`src/hdl/texswz_pkg.sv`:
```
// package for the morton texture swizzle address generator
// holds sizes, config register indexes, the bit spreading function and the log2 clamp
// no dependencies
package texswz_pkg;

  // largest surface side as log2, also the counter width
  localparam int unsigned MaxDimLog2 = 11;
  localparam int unsigned CntW       = MaxDimLog2;
  localparam int unsigned Log2W      = 4;
  localparam int unsigned BppW       = 3;
  localparam int unsigned AddrW      = 24;
  localparam int unsigned PixW       = 32;
  localparam int unsigned SpreadW    = 2 * CntW;
  localparam int unsigned CfgIdxW    = 2;
  localparam int unsigned CfgDataW   = 4;

  // reset values of the config registers
  localparam logic [Log2W-1:0] WidthLog2Rst  = Log2W'(8);
  localparam logic [Log2W-1:0] HeightLog2Rst = Log2W'(8);
  localparam logic [BppW-1:0]  BppRst        = BppW'(4);

  // config register indexes
  typedef enum logic [CfgIdxW-1:0] {
    CFG_WIDTH_LOG2  = 2'd0,
    CFG_HEIGHT_LOG2 = 2'd1,
    CFG_BPP         = 2'd2
  } cfg_idx_e;

  // bit i of the operand goes to bit 2i
  function automatic logic [SpreadW-1:0] spread_bits(input logic [CntW-1:0] v);
    logic [SpreadW-1:0] r;
    r = '0;
    for (int unsigned b = 0; b < CntW; b++) begin
      r[2*b] = v[b];
    end
    return r;
  endfunction

  // log2 above the supported limit is taken as the limit
  function automatic logic [Log2W-1:0] clamp_log2(input logic [Log2W-1:0] v);
    return (v > Log2W'(MaxDimLog2)) ? Log2W'(MaxDimLog2) : v;
  endfunction

endpackage

```
`src/hdl/texswz_addr_calc.sv`:
```
// morton swizzled byte address of one pixel from its column and row
// depends on texswz_pkg
module texswz_addr_calc
  import texswz_pkg::*;
(
  input  logic [CntW-1:0]  col_i,
  input  logic [CntW-1:0]  row_i,
  input  logic [Log2W-1:0] wl_i,
  input  logic [Log2W-1:0] hl_i,
  input  logic [BppW-1:0]  bpp_i,
  output logic [AddrW-1:0] addr_o
);

  localparam logic [CntW-1:0] AllOnes = '1;

  logic [Log2W:0]   wl_x2;
  logic [Log2W-1:0] hl_p1;
  logic [Log2W:0]   hl_x2p1;
  logic [CntW-1:0]  row_lo;
  logic [CntW-1:0]  col_lo;
  logic [AddrW-1:0] row_wide;
  logic [AddrW-1:0] col_wide;
  logic [AddrW-1:0] sy;
  logic [AddrW-1:0] sx;
  logic [AddrW-1:0] idx;

  // shift amounts
  assign wl_x2   = {wl_i, 1'b0};
  assign hl_p1   = hl_i + Log2W'(1);
  assign hl_x2p1 = {hl_i, 1'b1};

  // low part of row wraps by width, low part of column by twice the height
  assign row_lo = row_i & ~(AllOnes << wl_i);
  assign col_lo = col_i & ~(AllOnes << hl_p1);

  assign row_wide = AddrW'(row_i);
  assign col_wide = AddrW'(col_i);

  // interleaved part plus tile offset
  assign sy = (AddrW'(spread_bits(row_lo)) << 1) + ((row_wide >> wl_i) << wl_x2);
  assign sx = AddrW'(spread_bits(col_lo)) + ((col_wide >> hl_p1) << hl_x2p1);

  // scale the element index to bytes, kept to the address width
  assign idx    = sx + sy;
  assign addr_o = AddrW'(idx * bpp_i);

endmodule

```
`config.mk`:
```
export PLATFORM = sky130hd
export DESIGN_NAME = texswz_addr_calc
export DESIGN_NICKNAME = d
export VERILOG_FILES = /design/src/hdl/texswz_pkg.sv /design/src/hdl/texswz_addr_calc.sv
export SDC_FILE = /design/constraint.sdc
export NUM_CORES = 1
export LEC_CHECK = 0
export BUFFER_PORTS_ARGS = -buffer_cell sky130_fd_sc_hd__buf_4
export CAP_MARGIN = 10
export CORE_MARGIN = 2
export CORE_UTILIZATION = 55
export DETAILED_ROUTE_END_ITERATION = 16
export GPL_ROUTABILITY_DRIVEN = 1
export PLACE_DENSITY = 0.8
export SYNTH_ARGS = -nofsm -noshare
export SYNTH_HDL_FRONTEND = slang
export SYNTH_SLANG_ARGS = --single-unit
```
`constraint.sdc`:
```
create_clock -name vclk -period 10.1
set_clock_uncertainty 0.1 [all_clocks]
set_input_delay 1.515 -clock vclk [all_inputs]
set_output_delay 1.515 -clock vclk [all_outputs]
set_load 0.1 [all_outputs]
```
After elaboration in Yosys (flattened, before gate mapping)
Index checks and enable logic that the tools add are counted.
{"block": "totals", "ff_bits": 0, "inputBits": 33, "out_inout_bits": 24, "wordCells": 15}
{"block": "classes", "addsub": 4, "mul": 1, "shifts": 6, "bitwise_logic": 4}
{"op": "left shift 24 x 5 -> 24 bit", "n": 2}
{"op": ">> shifter 11 x 4 -> 24 bit", "n": 2}
{"op": "adder 21 x 24 -> 24 bit", "n": 1}
{"op": "adder 22 x 24 -> 24 bit", "n": 1}
{"op": "adder 24 bit", "n": 1}
{"op": "multiplier 24 x 3 -> 24 bit", "n": 1}
{"op": "AND 11 bit", "n": 2}
{"op": "inverter 11 bit", "n": 2}
{"op": "left shift 11 x 4 -> 11 bit (first input constant)", "n": 2}
{"op": "adder 4 x 1 -> 4 bit (second input constant)", "n": 1}

Depth between registers and ports, before layout
{"block": "depth", "word_depth": 7, "depth_mapped": 38, "ltp_nobuf": 36}

Worst setup path after synthesis
OpenSTA, ideal clock, no wires.
{"block": "synth_timing", "kind": "input-to-output", "startpoint": "in hl_i[0]", "endpoint": "out addr_o[21]", "arrival_ps": 9148, "setup_slack_ps": -663, "stages": 33, "n_path_buf": 3, "path_cell_list": "buf_2 inv_2 ha_1 buf_2 clkbuf_1 mux4_2 nand2_1 o21ai_0 a21oi_1 o21a_1 nor2_1 nand2_1 fa_1 inv_1 ha_1 or4_4 o21a_1 o21a_2 o21a_1 o21a_1 o21a_1 o21ai_0 nand3_1 fa_1 inv_1 ha_1 nand2_1 o21ai_0 a21o_1 a21oi_1 a21boi_0 nor2_1 xnor2_1"}
{"block": "synth_between", "elab_chain_cells": 7, "elab_cells_between_ends": 9, "cone_classes": "add/sub: 3; mul: 1; shift: 3; bitwise: 2"}
{"element": "start: declaration", "line_no": "texswz_addr_calc.sv:9", "text": "input logic [Log2W-1:0] hl_i,"}
{"element": "parallel branches: the longest is 4 deep, another holds adder 4 x 1 -> 4 bit"}
{"element": "adder 21 x 24 -> 24 bit *", "line_no": "texswz_addr_calc.sv:41", "text": "assign sx = AddrW'(spread_bits(col_lo)) + ((col_wide >> hl_p1) << hl_x2p1);"}
{"element": "adder 24 bit *", "line_no": "texswz_addr_calc.sv:44", "text": "assign idx = sx + sy;"}
{"element": "multiplier 24 x 3 -> 24 bit *", "line_no": "texswz_addr_calc.sv:45", "text": "assign addr_o = AddrW'(idx * bpp_i);"}
{"element": "end: declaration", "line_no": "texswz_addr_calc.sv:11", "text": "output logic [AddrW-1:0] addr_o"}
Mark *: on every way between the ends.

Worst setup path after layout
{"block": "layout_timing", "startpoint": "in hl_i[0]", "endpoint": "out addr_o[23]"}
Same word-level chain as after synthesis.

==> results.py <==
metrics = {
    "finish": {
        "drive_above_1_share_pct": 30.1,
        "fin_nets": 1076,
        "n_sequential_cell": 0,
        "antenna_cells": 0,
        "final_common_cell": "buf_4",
        "utilization_pct": 77.5,
        "n_fill_cell": 707,
        "final_cell_mix": "buf_4, nand2_1, inv_1, nor2_1, a21oi_1",
        "syn_to_final_growth_pct": 35.9,
        "finalNonFillerCells": 1076,
        "clock_buffers": 0,
        "register_area_um2": 0,
        "fin_area_um2": 7190,
    },
    "placed_design": {
        "post-place-ws_ns": -0.355,
        "hpwl_um": 13500,
        "dpl.cell_count": 1059,
        "dpl_cell_area_um2": 6760,
        "gp_congestion": 0.992,
        "port_buffers": 57,
    },
    "sta": {
        "drv_slew": 0,
        "hold_viol_final": 0,
        "tightest_slew_ns": 0.785,
        "setup_viol_count_final": 1,
        "rsz0062_at_grt": "yes",
        "holdWs_ns": 3.52,
        "post-route-period-util_pct": 100,
        "timing.fmax_mhz": 98.9,
        "slew_headroom_pct": 47.4,
        "tns_ns": -0.0126,
        "period_needed_ns": 10.11,
        "layout_setup_ws_ns": -0.0126,
    },
    "global_route": {
        "antenna_found_initial": 0,
        "grt_pass1_vias": 5819,
        "grt-busiest-layer": "met2",
        "use_met2_pct": 57.9,
        "grt_max_degree": 26,
        "gr-usage-met3_pct": 1.37,
        "grt_overflow": 0,
        "grt_first_pass_wirelength_um": 26400,
        "grt_util_met1_pct": 38.4,
        "grt_use_total_pct": 30.8,
    },
    "worst_hold_path": {
        "hold_class": "input port to output port",
    },
    "setup_path": {
        "required_ns": 8.49,
        "arrival_ns": 8.50,
        "crit_top_cell": "o21a_1",
        "crit_fanout": 6,
        "worstSetupEndpointType": "output port",
        "critical_path_class": "input port to output port",
        "slowest_stage": "mux4_2",
        "cp-start-kind": "input port",
        "max_stage_delay_ns": 0.52,
    },
    "logic_synthesis": {
        "avgSynthCellArea_um2": 6.78,
        "yosysUniqueCellTypes": 67,
        "synth_area_um2": 5290,
        "yosysSeqAreaShare_pct": 0,
        "synthCells": 780,
        "yosysWarningCount": 0,
    },
    "routing": {
        "ant_nets": 0,
        "drt-vias-per-instance": 5.75,
        "drt_iter0_drc": 243,
        "num_vias": 6185,
        "route.detailed.drc": 0,
        "wl_um": 17100,
        "first_pass_iters": 6,
        "wl_per_cell_um": 15.8,
    },
    "job": {
        "cap_violations": 0,
    },
    "run_status": {
        "status": "finished, violations left",
        "violations": "negative setup slack",
    },
    "pwr": {
        "ir_drop_mv": 0.294,
        "leakagePower_nw": 3.66,
        "fin_total_pwr_mw": 1.36,
        "p_per_area_nw_per_um2": 189,
    },
    "die": {
        "fp-row-count": 35,
        "fp.dieW_um": 102,
        "dieHeight_um": 102,
        "start_util_pct": 57.0,
        "pin_count": 57,
        "core_um2": 9280,
        "die-area_um2": 10400,
    },
    "clocking": {
        "ctsHoldBuffers": 0,
    },
}
[worst paths after layout]
| path | start | end | slack [ns] | cells after the start |
|---|---|---|---|---|
| max | hl_i[0] | addr_o[23] | -0.01 | 34 |
| min | bpp_i[0] | addr_o[0] | 3.52 | 3 |
[area by class of cell]
type	count	area [um^2]	share of cell area, %
well taps	129	161	2.24
multi-input cells	652	5120	71.2
repair buffers	198	1540	21.4
inverters	97	367	5.10
[cell usage after synthesis (all sizes together) (4+ instances only)]
| library cell | n | area [um^2] |
|---|---|---|
| mux2i | 20 | 200 |
| o31ai | 4 | 35.0 |
| o21a | 13 | 98.9 |
| xor2 | 9 | 78.8 |
| inv | 95 | 357 |
| nand2b | 11 | 68.8 |
| a31oi | 4 | 25.0 |
| a22o | 4 | 35.0 |
| nand3 | 16 | 80.1 |
| nand2 | 139 | 522 |
| mux4 | 7 | 158 |
| a211oi | 6 | 50.1 |
| a22oi | 6 | 45.0 |
| nor4 | 4 | 25.0 |
| o21ai | 54 | 274 |
| nor3 | 16 | 91.3 |
| a21o | 8 | 61.3 |
| o211ai | 7 | 57.6 |
| mux2 | 8 | 90.1 |
| xnor2 | 26 | 228 |
| and3 | 9 | 56.3 |
| and2 | 4 | 25.0 |
| or3 | 4 | 25.0 |
| nor2b | 10 | 62.6 |
| clkbuf | 24 | 90.1 |
| nor2 | 68 | 255 |
| o22ai | 7 | 43.8 |
| nand4 | 8 | 50.1 |
| a21oi | 53 | 265 |
| a21boi | 4 | 30.0 |
| ha | 51 | 638 |
| fa | 43 | 861 |
| buf | 8 | 36.3 |
[cells by family (layout without fill, tap and decap cells)]
group	count (synthesis)	count (layout)	synth area share, %
other	1	2	0.0709
buffers and inverters	129	295	9.27
xor gates and xnor gates	37	37	6.64
adders and majority gates	94	94	28.3
and+or+nand+nor	299	299	25.3
AOI/OAI and AO/OA	185	185	21.9
muxes	35	35	8.47
[where the power goes]
group | switching, mW | internal, mW
Combinational | 0.906 | 0.454
Clock | 0 | 0
Sequential | 0 | 0
Total | 0.906 | 0.454
[layer usage]
layer	vias to the layer above	part of all wire [%]
li1	2988	-
met5	-	0
met3	45	4.7
met2	252	51
met4	0	3.7
met1	2900	41
[timing repair]
item / CTS / global route
setup endpoints to repair: 2 / 7
resized for setup: 22 / 60
pin swaps: 5 / 38
setup buffers: 5 / 12
cloned: 0 / 0
[critical path: cells and delay by family]
kind | cells | cell delay, ns
XOR/XNOR | 2 | 0.58
buffers and inverters | 6 | 0.62
multiplexers | 2 | 0.70
AND/OR/NAND/NOR | 5 | 1.32
AO/OA/AOI/OAI | 14 | 2.24
adder cells (fa/ha/maj) | 5 | 1.52
No activity file was read; power rests on OpenSTA's default activity.
